===== config.mk =====
export PLATFORM = sky130hd
export DESIGN_NAME = url_path_percent_decoder
export DESIGN_NICKNAME = d
export VERILOG_FILES = /design/src/hdl/upd_pkg.sv /design/src/hdl/url_path_percent_decoder.sv
export SDC_FILE = /design/constraint.sdc
export NUM_CORES = 1
export LEC_CHECK = 0
export BUFFER_PORTS_ARGS = -buffer_cell sky130_fd_sc_hd__buf_4
export CAP_MARGIN = 10
export CORE_UTILIZATION = 41
export DETAILED_ROUTE_END_ITERATION = 6
export GPL_TIMING_DRIVEN = 0
export MAX_ROUTING_LAYER = met4
export PLACE_DENSITY = 0.63
export SLEW_MARGIN = 10
export SYNTH_ARGS = -nofsm -noshare
export SYNTH_HDL_FRONTEND = slang
export SYNTH_SLANG_ARGS = --single-unit

===== constraint.sdc =====
create_clock -name clk -period 5.05 [get_ports clk]
set_clock_uncertainty 0.05 [all_clocks]
set_input_delay 0.505 -clock clk [delete_from_list [all_inputs] [get_ports clk]]
set_output_delay 0.505 -clock clk [all_outputs]
set_load 0.01 [all_outputs]

===== src/hdl/upd_pkg.sv =====
// Types, constants and helper functions shared by the URL path percent decoder.
package upd_pkg;

	// Special path characters
	localparam logic [7:0] CH_QUERY = 8'h3F;  // '?'
	localparam logic [7:0] CH_FRAG  = 8'h23;  // '#'
	localparam logic [7:0] CH_PCT   = 8'h25;  // '%'

	// Max results one input beat can cause
	localparam int unsigned MAX_RES = 3;

	// Decoder phase
	typedef enum logic [1:0] {
		PH_IDLE  = 2'd0,  // plain bytes
		PH_PCT   = 2'd1,  // seen '%'
		PH_DIGIT = 2'd2,  // seen '%' and one hex digit
		PH_DROP  = 2'd3   // dropping query or fragment
	} phase_t;

	// Results produced by one input beat
	typedef struct packed {
		logic [1:0]                 n;
		logic [MAX_RES-1:0][7:0]    byt;
		logic [MAX_RES-1:0]         has;
		logic [MAX_RES-1:0]         last;
	} emit_t;

	// One queued output beat
	typedef struct packed {
		logic [7:0] byt;
		logic       has;
		logic       last;
	} res_t;

	function automatic logic is_hex(input logic [7:0] c);
		return (c >= 8'h30 && c <= 8'h39) || (c >= 8'h41 && c <= 8'h46) ||
			(c >= 8'h61 && c <= 8'h66);
	endfunction

	// Nibble value of a hex digit; only meaningful when is_hex is true
	function automatic logic [3:0] hex_val(input logic [7:0] c);
		logic [7:0] d;
		if (c <= 8'h39) begin
			d = c - 8'h30;
		end else if (c <= 8'h46) begin
			d = c - 8'h37;
		end else begin
			d = c - 8'h57;
		end
		return d[3:0];
	endfunction

	// Append one data byte to the result list
	function automatic emit_t add_byte(input emit_t e, input logic [7:0] b);
		emit_t r;
		r = e;
		for (int i = 0; i < MAX_RES; i++) begin
			if (e.n == 2'(i)) begin
				r.byt[i] = b;
				r.has[i] = 1'b1;
			end
		end
		r.n = e.n + 2'd1;
		return r;
	endfunction

endpackage


===== src/hdl/url_path_percent_decoder.sv =====
// URL path percent decoder: top level with decode logic and result queue.
//
// Input channel (in_valid/in_ready, in_byte, in_last) takes raw path bytes,
// in_last flags the final byte of a path. Output channel (out_valid/out_ready,
// out_byte, has_byte, out_last) gives decoded bytes one beat at a time; a beat
// with has_byte low is a bare end marker that only carries out_last.
// Each input beat is decoded in the cycle it is accepted and its 0 to 3 results
// are written into a 4-entry result queue; the output is read from the queue
// registers, not straight from the decode logic.
// Throughput: one input beat per cycle while the output drains one beat per
// cycle. Input is taken while the queue holds at most one result, so a beat
// that causes two or three results (broken escapes) holds off further input
// until the queue drains back to one result.
// When the receiver stalls, the queue fills and in_ready drops once two or
// more results wait. Reset empties the queue and returns the decoder to idle.
module url_path_percent_decoder
	import upd_pkg::*;
(
	input  logic       clk,
	input  logic       arst_n,
	input  logic       in_valid,
	output logic       in_ready,
	input  logic [7:0] in_byte,
	input  logic       in_last,
	output logic       out_valid,
	input  logic       out_ready,
	output logic [7:0] out_byte,
	output logic       has_byte,
	output logic       out_last
);

	phase_t     phase_q, phase_d;
	logic [7:0] held_q, held_d;
	emit_t      em;

	res_t       fifo_q [4];
	logic [1:0] wr_ptr_q, rd_ptr_q;
	logic [2:0] count_q;

	logic       acc, pop;
	logic [1:0] push_n;

	assign in_ready  = (count_q <= 3'd1);
	assign acc       = in_valid && in_ready;
	assign out_valid = (count_q != 3'd0);
	assign pop       = out_valid && out_ready;
	assign push_n    = acc ? em.n : 2'd0;

	// Decode one byte: next phase and result list
	always_comb begin
		phase_t ph;
		em      = '0;
		ph      = phase_q;
		held_d  = held_q;
		if (ph == PH_DROP) begin
			// dropping
		end else if (in_byte == CH_QUERY || in_byte == CH_FRAG) begin
			if (ph == PH_PCT) begin
				em = add_byte(em, CH_PCT);
			end else if (ph == PH_DIGIT) begin
				em = add_byte(em, CH_PCT);
				em = add_byte(em, held_q);
			end
			ph = PH_DROP;
		end else if (ph == PH_IDLE) begin
			if (in_byte == CH_PCT) ph = PH_PCT;
			else em = add_byte(em, in_byte);
		end else if (ph == PH_PCT) begin
			if (is_hex(in_byte)) begin
				held_d = in_byte;
				ph     = PH_DIGIT;
			end else begin
				em = add_byte(em, CH_PCT);
				if (in_byte == CH_PCT) begin
					ph = PH_PCT;
				end else begin
					em = add_byte(em, in_byte);
					ph = PH_IDLE;
				end
			end
		end else begin
			// held digit is always hex here
			if (is_hex(in_byte)) begin
				em = add_byte(em, {hex_val(held_q), hex_val(in_byte)});
				ph = PH_IDLE;
			end else begin
				em = add_byte(em, CH_PCT);
				em = add_byte(em, held_q);
				if (in_byte == CH_PCT) begin
					ph = PH_PCT;
				end else begin
					em = add_byte(em, in_byte);
					ph = PH_IDLE;
				end
			end
		end

		// End of path: flush pending escape, mark final result (a bare end marker if none)
		if (in_last) begin
			if (ph == PH_PCT) begin
				em = add_byte(em, CH_PCT);
			end else if (ph == PH_DIGIT) begin
				em = add_byte(em, CH_PCT);
				em = add_byte(em, held_d);
			end
			if (em.n == 2'd0) begin
				em.n = 2'd1;
			end
			for (int i = 0; i < MAX_RES; i++) begin
				if (em.n == 2'(i + 1)) em.last[i] = 1'b1;
			end
			ph     = PH_IDLE;
			held_d = '0;
		end
		phase_d = ph;
	end

	// Decoder state
	always_ff @(posedge clk or negedge arst_n) begin
		if (!arst_n) begin
			phase_q <= PH_IDLE;
			held_q  <= '0;
		end else if (acc) begin
			phase_q <= phase_d;
			held_q  <= held_d;
		end
	end

	// Result queue storage
	always_ff @(posedge clk) begin
		for (int k = 0; k < 4; k++) begin
			logic [1:0] off;
			off = 2'(k) - wr_ptr_q;
			if (acc && off < em.n) begin
				fifo_q[k] <= '{byt: em.byt[off], has: em.has[off], last: em.last[off]};
			end
		end
	end

	// Result queue pointers
	always_ff @(posedge clk or negedge arst_n) begin
		if (!arst_n) begin
			wr_ptr_q <= '0;
			rd_ptr_q <= '0;
			count_q  <= '0;
		end else begin
			wr_ptr_q <= wr_ptr_q + push_n;
			rd_ptr_q <= rd_ptr_q + {1'b0, pop};
			count_q  <= count_q + {1'b0, push_n} - {2'b00, pop};
		end
	end

	assign out_byte = fifo_q[rd_ptr_q].byt;
	assign has_byte = fifo_q[rd_ptr_q].has;
	assign out_last = fifo_q[rd_ptr_q].last;

	// Queue never overflows
	a_count_max: assert property (@(posedge clk) disable iff (!arst_n)
		count_q <= 3'd4)
		else $error("result queue count above depth");

	// A final input beat always queues at least one result
	a_last_pushes: assert property (@(posedge clk) disable iff (!arst_n)
		acc && in_last |-> em.n != 2'd0)
		else $error("final beat produced no result");

	// After a final beat the decoder is back in idle with no held digit
	a_last_idle: assert property (@(posedge clk) disable iff (!arst_n)
		acc && in_last |=> phase_q == PH_IDLE && held_q == 8'h00)
		else $error("decoder not idle after end of path");

	// A held digit is always a hex digit
	a_held_hex: assert property (@(posedge clk) disable iff (!arst_n)
		phase_q == PH_DIGIT |-> is_hex(held_q))
		else $error("held digit is not hex");

	// An accepted beat that queues results makes out_valid high in the next cycle
	a_push_visible: assert property (@(posedge clk) disable iff (!arst_n)
		acc && em.n != 2'd0 |=> out_valid)
		else $error("queued result not visible");

endmodule

## Word-level counts from Yosys, hierarchy flattened

Memory sizes are Yosys's and may differ from the RTL's.
Index checks and enable logic that the tools add are counted.

| storage, ports and cells | value |
|---|---|
| register bits | 17 |
| memory bits (writable) | 40 |
| bits of input ports | 13 |
| output and inout port bits | 12 |
| word-level logic and storage cells | 155 |
| memories | 1 |

| operators by class | value |
|---|---|
| $add $sub $neg | 16 |
| $lt $le $gt $ge | 17 |
| equal/unequal tests | 15 |
| muxes and demuxes | 84 |
| reductions and logical operators | 17 |

Memory list:

| name | words | bits a word | read ports | clocked after Yosys merged registers in | wr ports | RTL line | source |
|---|---|---|---|---|---|---|---|
| fifo_q | 4 | 10 | 1 | 0 | 4 | url_path_percent_decoder.sv:36 | `res_t fifo_q [4];` |

Operator list:

| operator | count |
|---|---|
| 32-bit 2-to-1 mux | 13 |
| 8-bit 2-to-1 mux | 16 |
| 8-bit binary-select mux with 2-bit select | 4 |
| 31-bit 2-to-1 mux | 2 |
| 1-bit 2-to-1 mux | 27 |
| 8-bit by 6-bit == test with 1-bit output (second input constant) | 3 |
| 8-bit by 7-bit less-or-equal comparator with 1-bit output (second input constant) | 3 |
| 2-bit 2-to-1 mux | 10 |
| 1-bit binary-select mux with 2-bit select | 8 |
| 8-bit by 7-bit greater-or-equal comparator with 1-bit output (second input constant) | 2 |
| 8-bit by 6-bit less-or-equal comparator with 1-bit output (second input constant) | 2 |
| 4-bit 2-to-1 mux | 4 |
| 4-bit by 3-bit subtractor with 4-bit output (second input constant) | 4 |
| 2-bit == test (second input constant) | 7 |
| 2-bit by 3-bit less-than comparator with 1-bit output (second input constant) | 4 |
| 2-bit by 1-bit == test with 1-bit output (second input constant) | 5 |
| 1-bit logical AND | 9 |
| 8-bit by 6-bit greater-or-equal comparator with 1-bit output (second input constant) | 1 |
| 2-bit zero test | 4 |
| 2-bit less-than comparator | 4 |
| 4-bit by 1-bit subtractor with 4-bit output (second input constant) | 2 |
| 2-bit by 1-bit adder with 2-bit output (second input constant) | 2 |
| 1-bit by 2-bit subtractor with 2-bit output (first input constant) | 2 |
| 2-bit subtractor (first input constant) | 2 |
| 7 further kinds | 9 |

## Longest topological paths before layout

Gate-level depths: netlist of run 1.

| depth | value |
|---|---|
| depth after elaboration | 25 |
| mapped depth | 19 |
| depth with buffers taken out | 18 |

## Least setup slack after synthesis of run 1

Ideal clock, no wire load.

| timing | value |
|---|---|
| path type | input-to-reg |
| start | input port in_byte[0] |
| end | memory fifo_q[3][0] (netlist bit) (enable) |
| arrival time | 4.820 ns |
| data required time | 4.607 ns |
| setup slack | -0.213 ns |
| stages | 15 |
| buffers on the path | 2 |
| cell sequence | clkbuf_1 > inv_1 > ha_1 > or3b_2 > and4_1 > buf_2 > o41ai_4 > inv_1 > ha_1 > o221a_2 > a211o_1 > or2_2 > o21ai_0 > ha_1 > a211oi_1 |

RTL lines:

| what | RTL line | source |
|---|---|---|
| start: declaration | url_path_percent_decoder.sv:23 | `input logic [7:0] in_byte,` |
| end: declaration | url_path_percent_decoder.sv:36 |  |

## Final worst setup path of run 1

| timing | value |
|---|---|
| start | input port in_byte[0] |
| end | register count_q[2] |

| on the way | value |
|---|---|
| longest elaborated chain between the ends | 21 |

RTL lines:

| what | RTL line | source |
|---|---|---|
| 8-bit by 6-bit greater-or-equal comparator with 1-bit output (tied with other cells) | upd_pkg.sv:36 | `return (c >= 8'h30 && c <= 8'h39) \|\| (c >= 8'h41 && c <= 8'h46) \|\|` |
| 1-bit logical AND | upd_pkg.sv:36 |  |
| 1-bit logical OR (2 in series) | upd_pkg.sv:36 |  |
| 32-bit 2-to-1 mux (on tied branches) | url_path_percent_decoder.sv:83, url_path_percent_decoder.sv:69 |  |
| 32-bit 2-to-1 mux | url_path_percent_decoder.sv:68 | `end else if (ph == PH_PCT) begin` |
| 32-bit 2-to-1 mux | url_path_percent_decoder.sv:65 | `end else if (ph == PH_IDLE) begin` |
| 32-bit 2-to-1 mux | url_path_percent_decoder.sv:57 | `end else if (in_byte == CH_QUERY \|\| in_byte == CH_FRAG) begin` |
| 32-bit 2-to-1 mux | url_path_percent_decoder.sv:55 | `if (ph == PH_DROP) begin` |
| (+4 left out) | -- |  |
| 32-bit 2-to-1 mux | url_path_percent_decoder.sv:99 | `if (in_last) begin` |
| 2-bit zero test | url_path_percent_decoder.sv:106 | `if (em.n == 2'd0) begin` |
| 2-bit 2-to-1 mux | url_path_percent_decoder.sv:106 |  |
| 2-bit 2-to-1 mux | url_path_percent_decoder.sv:99 |  |
| 32-bit 2-to-1 mux * | url_path_percent_decoder.sv:99 |  |
| 2-bit 2-to-1 mux * | url_path_percent_decoder.sv:47 | `assign push_n = acc ? em.n : 2'd0;` |
| 3-bit by 2-bit adder with 3-bit output * | url_path_percent_decoder.sv:149 | `count_q <= count_q + {1'b0, push_n} - {2'b00, pop};` |
| 3-bit by 1-bit subtractor with 3-bit output * | url_path_percent_decoder.sv:149 |  |
| end signal: assignment | url_path_percent_decoder.sv:149 |  |
| end: declaration | url_path_percent_decoder.sv:38 | `logic [2:0] count_q;` |

Mark *: on every way between the ends. The rest lies on a longest branch, timed or not. The select of a mux whose other input is x is not followed.
A chain may end at the register's enable or synchronous reset.

==> summary.json, run 1 <==
{
  "synthesis": {
    "yosysSeqAreaShare_pct": 34.0,
    "synth-seq-cells": 57,
    "main_synth_ff_type": "edfxtp_1",
    "ys_async_sr_fraction_pct": 29.8,
    "syn_area_per_cell_sq_um": 9.51,
    "synth_top_family_by_area": "compound AO/OA/AOI/OAI gates",
    "synth-edff-count": 40,
    "netlist_area_sq_um": 4790,
    "synth.yosys.warnings": 0,
    "synth-compound-area-share_pct": 27.7,
    "syn_nets": 544,
    "arithmetic_cell_share_of_the_synthesized_area_counting_full_adders_half_adders_and_majority_gates_pct": 7.21,
    "synth_xor_area_share_pct": 1.46,
    "synth_simple_gate_area_share_pct": 16.4,
    "synth.area.mux_share_pct": 8.59,
    "synthesis.instances": 504,
    "synthDistinctLibCells": 76
  },
  "hold_path": {
    "min_path_type": "reg2reg",
    "min_path_cells": 1
  },
  "cells_and_area": {
    "most-common-layout-cells": "53 x nand2_1, 40 x edfxtp_1, 32 x nor2_1, 29 x a21oi_1",
    "final_common_cell": "nand2_1",
    "fillCellCount": 1096,
    "flow.area_growth_from_synthesis_pct": 16.2,
    "antenna-diode-count": 0,
    "fin_area_sq_um": 5570,
    "stdcell_count": 691,
    "num-nets-final": 583,
    "layout-drive-gt1-share_pct": 18.1
  },
  "route": {
    "number_of_vias_per_cell_after_detailed_routing": 6.46,
    "antenna_violating_nets_post_route": 0,
    "detail_route.iter0.violations": 467,
    "drcViolationCount": 0,
    "number_of_vias_in_the_routed_layout": 4461,
    "routed_wl_mm": 14.8,
    "wire_length_per_cell_um": 21.4,
    "drt-pass1-iter-count": 6
  },
  "outcome": {
    "outcome": "finished clean"
  },
  "clock_tree": {
    "numCtsBuffers": 9,
    "cts.clk_slew.worst_paths_ps": 50,
    "cts.root.buffer_cell": "clkbuf_16",
    "numClockSinks": 57,
    "insertion_delay_ps": 330,
    "max-clock-path-buffers": 2,
    "clock_tree_from_tritoncts": "done",
    "h-tree-depth": 3
  },
  "grt": {
    "grt.overflow.total": 0,
    "grt_first_pass_wirelength_mm": 23.3,
    "grt_pass1_vias": 4333,
    "grt_antenna_before_repair": 0,
    "grt_start_max_net_pins": 18,
    "grt_use_total_pct": 26.8
  },
  "power": {
    "p_seq_share_pct": 28.2,
    "power.combinational.fraction_pct": 51.2,
    "proportion_of_power_drawn_by_the_clock_network_pct": 20.5,
    "worst_ir_drop_vdd_v": 0.000317,
    "netSwitchingFraction_pct": 40.7,
    "p_per_area_nw_per_um2": 459,
    "internal-power_mw": 1.51,
    "total_power_mw": 2.56,
    "netSwitchingPower_mw": 1.04,
    "power.static_leakage_nw": 2.10
  },
  "setup_path": {
    "worst_ep_required_time_ps": 5250,
    "crit_arrival_ps": 5030,
    "worstSetupEndpointType": "flip-flop",
    "max_incr_delay_on_cp_ps": 490,
    "crit_type": "in2reg",
    "setup.worst_path.start_class": "input port",
    "cp_cell_sequence": "buf_4 > clkbuf_2 > inv_1 > ha_1 > or3b_2 > and4_1 > buf_2 > o41ai_4 > inv_1 > ha_2 > o221a_2 > a211o_1 > or2_2 > o2111ai_1 > ha_1 > fa_1 > xor2_1 > xnor2_1",
    "slowest_cell_on_the_critical_path": "or3b_2",
    "critical_path_peak_fanout": 10,
    "number_of_cells_on_the_worst_reg_to_reg_path": 16
  },
  "sta": {
    "max_slew.worst_pin.slew_ps": 1110,
    "report.final.setup_viol": 0,
    "max_freq_mhz": 207,
    "period_share_pct": 95.6,
    "finalHoldViolCount": 0,
    "min_period_ps": 4830,
    "drv_slew": 0,
    "grt_setup_unrepaired": "no",
    "max_slew_margin_pct": 25.3,
    "hold_slack_ps": 442
  },
  "die": {
    "core_region_area_sq_um": 11400,
    "floorplan.io_pins": 25,
    "placement_rows": 39,
    "die_area_sq_um": 12100,
    "fp.dieW_um": 110,
    "initial_cell_density_of_the_core_pct": 42.0,
    "die_height_um": 110
  },
  "placed_design": {
    "hpwlAfterDp_mm": 11.5,
    "placedCellCount": 668,
    "gpl.final_weighted_congestion": 0.970,
    "portBuffers": 21,
    "placedInstanceArea_sq_um": 5150
  },
  "job": {
    "cap_viol_max_count": 0
  }
}
layer usage:
layer	track usage, %	share of wire [%]	up-vias
met2	42.4	47	206
met5	-	0	-
met3	4.64	7.2	37
li1	-	-	2038
met4	9.87	2.8	0
met1	34.5	43	2180
worst max-delay path: cells and delay by family:
family	cells	cell delay, ps
xor+xnor	2	340
fa+ha+maj	4	1200
buf+inv	5	890
compound gates	4	1100
simple gates	3	990
worst paths after layout:
| check | slack, ps | start | endpoint |
|---|---|---|---|
| max | 220 | in_byte[0] | count_q[2] |
| min | 440 | count_q[2] | count_q[2] |
| max reg2reg | 260 | phase_q[1] | count_q[2] |
| min reg2reg | 440 | count_q[2] | count_q[2] |
| max in group asynchronous | 4220 | arst_n | phase_q[1] |
| min in group asynchronous | 530 | arst_n | count_q[0] |
logic make-up after synthesis:
| kind of cell | Yosys count |
|---|---|
| compound gates | 180 |
| xor+xnor | 8 |
| fa+ha+maj | 27 |
| buf+inv | 54 |
| flops | 57 |
| mux | 28 |
| simple gates | 150 |
flip-flops by register name, indices dropped and copies added, names as in the netlist:
name      flops
held_q        8
fifo_q       40
phase_q       2
rd_ptr_q      2
wr_ptr_q      2
count_q       3
per-stage QoR:
stage                     utilization [%]  setup WS (ps)  TNS (ps)
after global routing                 48.8           26.6         0
after CTS                            48.5            113         0
after detailed placement             45.1          -1060    -42270
after global placement               45.1           -992    -39000
final                                48.8            220         0
after floorplan                         -            108         0
area by class of cell:
type | count | area, sq um | area share [%]
Buffer | 31 | 141 | 2.54
Tap cell | 143 | 179 | 3.21
Multi-Input combinational cell | 393 | 3030 | 54.4
Timing Repair Buffer | 28 | 250 | 4.49
Clock inverter | 3 | 17.5 | 0.315
Clock buffer | 13 | 240 | 4.31
Inverter | 23 | 86.3 | 1.55
Sequential cell | 57 | 1630 | 29.2
timing repair:
action                                 CTS  global route
endpoints found under the hold margin   17             0
hold buffers                             1             0
setup endpoints to repair               42            41
pin swaps                                5             0
gates resized for setup                  6             7
buffers inserted                         6             0
synth_stat cells, drive strengths merged, types with 4 or more instances:
library cell	number	area, sq um
o211ai	4	35.0
nand2	53	199
or3	4	25.0
o22ai	20	125
nand4	8	50.1
mux2	5	56.3
a31oi	5	37.5
a21oi	32	168
edfxtp	40	1200
mux4	10	225
a211oi	5	37.5
nor2	33	126
o31ai	5	37.5
or2	5	31.3
a22oi	15	113
o2bb2ai	4	35.0
a22o	7	61.3
o21bai	4	30.0
nor3	11	60.1
clkbuf	22	82.6
a21boi	4	30.0
and2	4	25.0
xnor2	4	35.0
inv	22	82.6
nand3	10	50.1
o41ai	4	72.6
buf	9	57.6
o21a	4	30.0
o32ai	6	52.6
xor2	4	35.0
a21o	5	37.5
mux2i	13	130
dfrtp	17	425
nor4	4	61.3
o22a	7	70.1
ha	26	325
o21ai	25	125
power by group through the flow:
stage          Clock (mW)  Combinational [mW]  Sequential [mW]
2_1_floorplan           0               0.863            0.705
3_3_place_gp            0                1.19            0.724
3_5_place_dp            0                1.22            0.730
6_report            0.525                1.31            0.721
5_1_grt             0.553                1.44            0.734
4_1_cts             0.534                1.29            0.721
Note: power is estimated with default switching activity, not from simulation.
==> inputs of run 2 (changes only) <==
--- a/config.mk
+++ b/config.mk
@@ -8,6 +8,7 @@
 export BUFFER_PORTS_ARGS = -buffer_cell sky130_fd_sc_hd__buf_4
 export CAP_MARGIN = 10
 export CORE_UTILIZATION = 41
+export CTS_CLUSTER_SIZE = 20
 export DETAILED_ROUTE_END_ITERATION = 6
 export GPL_TIMING_DRIVEN = 0
 export MAX_ROUTING_LAYER = met4
==> constraint.sdc (replaced) <==
create_clock -name clk -period 4.81 [get_ports clk]
set_clock_uncertainty 0.05 [all_clocks]
set_input_delay 0.481 -clock clk [delete_from_list [all_inputs] [get_ports clk]]
set_output_delay 0.481 -clock clk [all_outputs]
set_load 0.01 [all_outputs]
==> run 2 against run 1 <==
- clock power up 20%
- critical path depth up 1
- setup slack worse by 83 ps
- critical path type unchanged
- sequential cell count unchanged
==> summary.json, run 2 (synthesized netlist as in run 1, its figures left out) <==
{
  "outcome": {
    "outcome": "finished clean"
  },
  "route": {
    "number_of_vias_in_the_routed_layout": {"value": 4473, "change": "+0.27%"},
    "drcViolationCount": {"value": 0, "change": "unchanged"},
    "drt-pass1-iter-count": {"value": 7, "change": "+1"},
    "met3_wirelength": {"value": 973, "unit": "um", "change": "-8.3%"},
    "number_of_vias_per_cell_after_detailed_routing": {"value": 6.47, "change": "+0.27%"},
    "wire_length_per_cell": {"value": 21.6, "unit": "um", "change": "+1.0%"},
    "wl_met2": {"value": 7.11, "unit": "mm", "change": "+2.4%"},
    "routed.top_layer": "met4",
    "routed_wl": {"value": 15.0, "unit": "mm", "change": "+1.0%"},
    "met1_length": {"value": 6.48, "unit": "mm", "change": "+1.6%"},
    "antenna_violating_nets_post_route": {"value": 0, "change": "unchanged"},
    "detail_route.iter0.violations": {"value": 469, "change": "+0.43%"}
  },
  "die": {
    "die_area": {"value": 12100, "unit": "sq um", "change": "unchanged"},
    "floorplan.io_pins": {"value": 25, "change": "unchanged"},
    "initial_cell_density_of_the_core": {"value": 42.0, "unit": "%", "change": "unchanged"},
    "placement_rows": {"value": 39, "change": "unchanged"},
    "core_region_area": {"value": 11400, "unit": "sq um", "change": "unchanged"},
    "fp.dieW": {"value": 110, "unit": "um", "change": "unchanged"},
    "die_height": {"value": 110, "unit": "um", "change": "unchanged"}
  },
  "cells_and_area": {
    "finalCoreUtilization": {"value": 49.5, "unit": "%", "change": "+0.72 points"},
    "antenna-diode-count": {"value": 0, "change": "unchanged"},
    "flow.area_growth_from_synthesis_pct": 18.0,
    "multi_input_comb_area": {"value": 3060, "unit": "sq um", "change": "+0.91%"},
    "largest_reg_flops": {"value": 40, "change": "unchanged"},
    "top_register": "fifo_q",
    "reg.largest.list": "fifo_q: 40 flops, held_q: 8 flops, count_q: 3 flops",
    "fillCellCount": {"value": 1067, "change": "-2.6%"},
    "layout-drive-gt1-share": {"value": 19.5, "unit": "%", "change": "+1.5 points"},
    "num-nets-final": {"value": 583, "change": "unchanged"},
    "final_common_cell": "nand2_1",
    "most-common-layout-cells": "53 x nand2_1, 40 x edfxtp_1, 32 x nor2_1, 29 x a21oi_1, 25 x ha_1",
    "seqCellArea": {"value": 1630, "unit": "sq um", "change": "unchanged"},
    "fin_area": {"value": 5650, "unit": "sq um", "change": "+1.5%"}
  },
  "clock_tree": {
    "h-tree-depth": {"value": 3, "change": "unchanged"},
    "insertion_delay": {"value": 330, "unit": "ps", "change": "about the same"},
    "clock_tree_from_tritoncts": "done",
    "cts.root.buffer_cell": "clkbuf_16",
    "numCtsBuffers": {"value": 9, "change": "unchanged"},
    "max-clock-path-buffers": {"value": 2, "change": "unchanged"},
    "numClockSinks": {"value": 57, "change": "unchanged"},
    "cts.clk_slew.worst_paths": {"value": 50, "unit": "ps", "change": "about the same"}
  },
  "sta": {
    "setup_ws": {"value": 137, "unit": "ps", "change": "-83.2 ps"},
    "report.final.setup_viol": {"value": 0, "change": "unchanged"},
    "finalHoldViolCount": {"value": 0, "change": "unchanged"},
    "period_share_pct": 97.2,
    "max_slew.worst_pin.slew": {"value": 1170, "unit": "ps", "change": "+56.5 ps"},
    "min_period_ps": 4670,
    "max_freq_mhz": 214,
    "max_slew_margin": {"value": 21.5, "unit": "%", "change": "-3.8 points"},
    "drv_slew": {"value": 0, "change": "unchanged"}
  },
  "setup_path": {
    "worst_ep_required_time": {"value": 4980, "unit": "ps", "change": "-270 ps"},
    "number_of_cells_on_the_worst_reg_to_reg_path": {"value": 16, "change": "unchanged"},
    "worstSetupEndpointType": "flip-flop",
    "setup.worst_path.start_class": "input port",
    "crit_arrival": {"value": 4840, "unit": "ps", "change": "-190 ps"},
    "critical_path_peak_fanout": {"value": 10, "change": "unchanged"},
    "crit_type": "in2reg"
  },
  "placed_design": {
    "placedInstanceArea": {"value": 5170, "unit": "sq um", "change": "+0.53%"},
    "portBuffers": {"value": 21, "change": "unchanged"},
    "gpl.final_weighted_congestion": {"value": 0.945, "change": "-2.5%"},
    "place_worst_setup_slack": {"value": -1130, "unit": "ps", "change": "-66.0 ps"},
    "hpwlAfterDp": {"value": 11.4, "unit": "mm", "change": "-0.99%"}
  },
  "grt": {
    "grt_start_max_net_pins": {"value": 18, "change": "unchanged"},
    "grt_antenna_before_repair": {"value": 0, "change": "unchanged"},
    "grt_pass1_vias": {"value": 4305, "change": "-0.65%"},
    "grt_use_total": {"value": 26.6, "unit": "%", "change": "-0.24 points"},
    "grt_first_pass_wirelength": {"value": 23.4, "unit": "mm", "change": "+0.56%"},
    "grt.overflow.total": {"value": 0, "change": "unchanged"}
  },
  "job": {
    "cap_viol_max_count": {"value": 0, "change": "unchanged"}
  },
  "power": {
    "p_per_area": {"value": 490, "unit": "nW/um^2", "change": "+6.7%"},
    "power.static_leakage": {"value": 2.13, "unit": "nW", "change": "+1.4%"},
    "worst_ir_drop_vdd": {"value": 0.000262, "unit": "V", "change": "-17%"},
    "total_power": {"value": 2.77, "unit": "mW", "change": "+8.3%"}
  },
  "hold_path": {
    "min_path_type": "in2reg",
    "min_path_cells": {"value": 3, "change": "+2"}
  }
}
-- run 2: final timing paths --
path | startpoint | to | slack (ps)
worst min register to register | count_q[0] | count_q[0] | 450
worst max-delay path | in_byte[0] | count_q[2] | 140
max in group asynchronous | arst_n | rd_ptr_q[1] | 4000
worst min-delay path | in_valid | wr_ptr_q[1] | 430
min in group asynchronous | arst_n | rd_ptr_q[0] | 510
worst max register to register | phase_q[1] | count_q[2] | 320
-- run 2: final cells by class --
class                   count  area share (%)
clock buffers              10            4.05
repair buffers             29            4.74
well taps                 143            3.17
multi-input cells         393            54.1
flip-flops and latches     57            28.8
inverters                  23            1.53
clock inverters             6            1.20
plain buffers              30            2.48
-- run 2: metrics by stage --
step	cells	hold WS [ps]	TNS, ps
3_3_place_gp	668	306	-46760
3_5_place_dp	669	312	-47360
6_report	691	425	0
4_1_cts	691	451	0
5_1_grt	691	467	-36.5
2_1_floorplan	504	135	0
-- run 2: critical path: stages --
cell	delay, ps
buf_4	120
buf_2	190
inv_2	100
ha_1	200
or3b_2	480
and4_1	220
buf_4	190
o41ai_4	420
inv_2	130
ha_1	330
o21ai_0	110
o31ai_1	330
a211o_1	180
or2_2	140
o2111ai_2	150
ha_1	360
fa_1	440
xor2_1	160
xnor2_1	120
-- run 2: timing repair --
item | CTS | global route
cloned | 0 | 0
buffers inserted | 5 | 1
setup endpoints to repair | 46 | 54
hold endpoints to repair | 17 | 0
resized for setup | 5 | 14
pin swaps | 5 | 2
hold buffers | 1 | 0
-- run 2: power breakdown --
group	switching, mW	internal, mW
Sequential	0.0701	0.687
Combinational	0.817	0.562
Clock	0.228	0.402
-- run 2: routing by layer --
metal / GRT usage, % / up-vias
li1: - / 2040
met1: 34.7 / 2195
met2: 42.4 / 205
met3: 3.82 / 33
met4: 9.21 / 0
met5: - / -
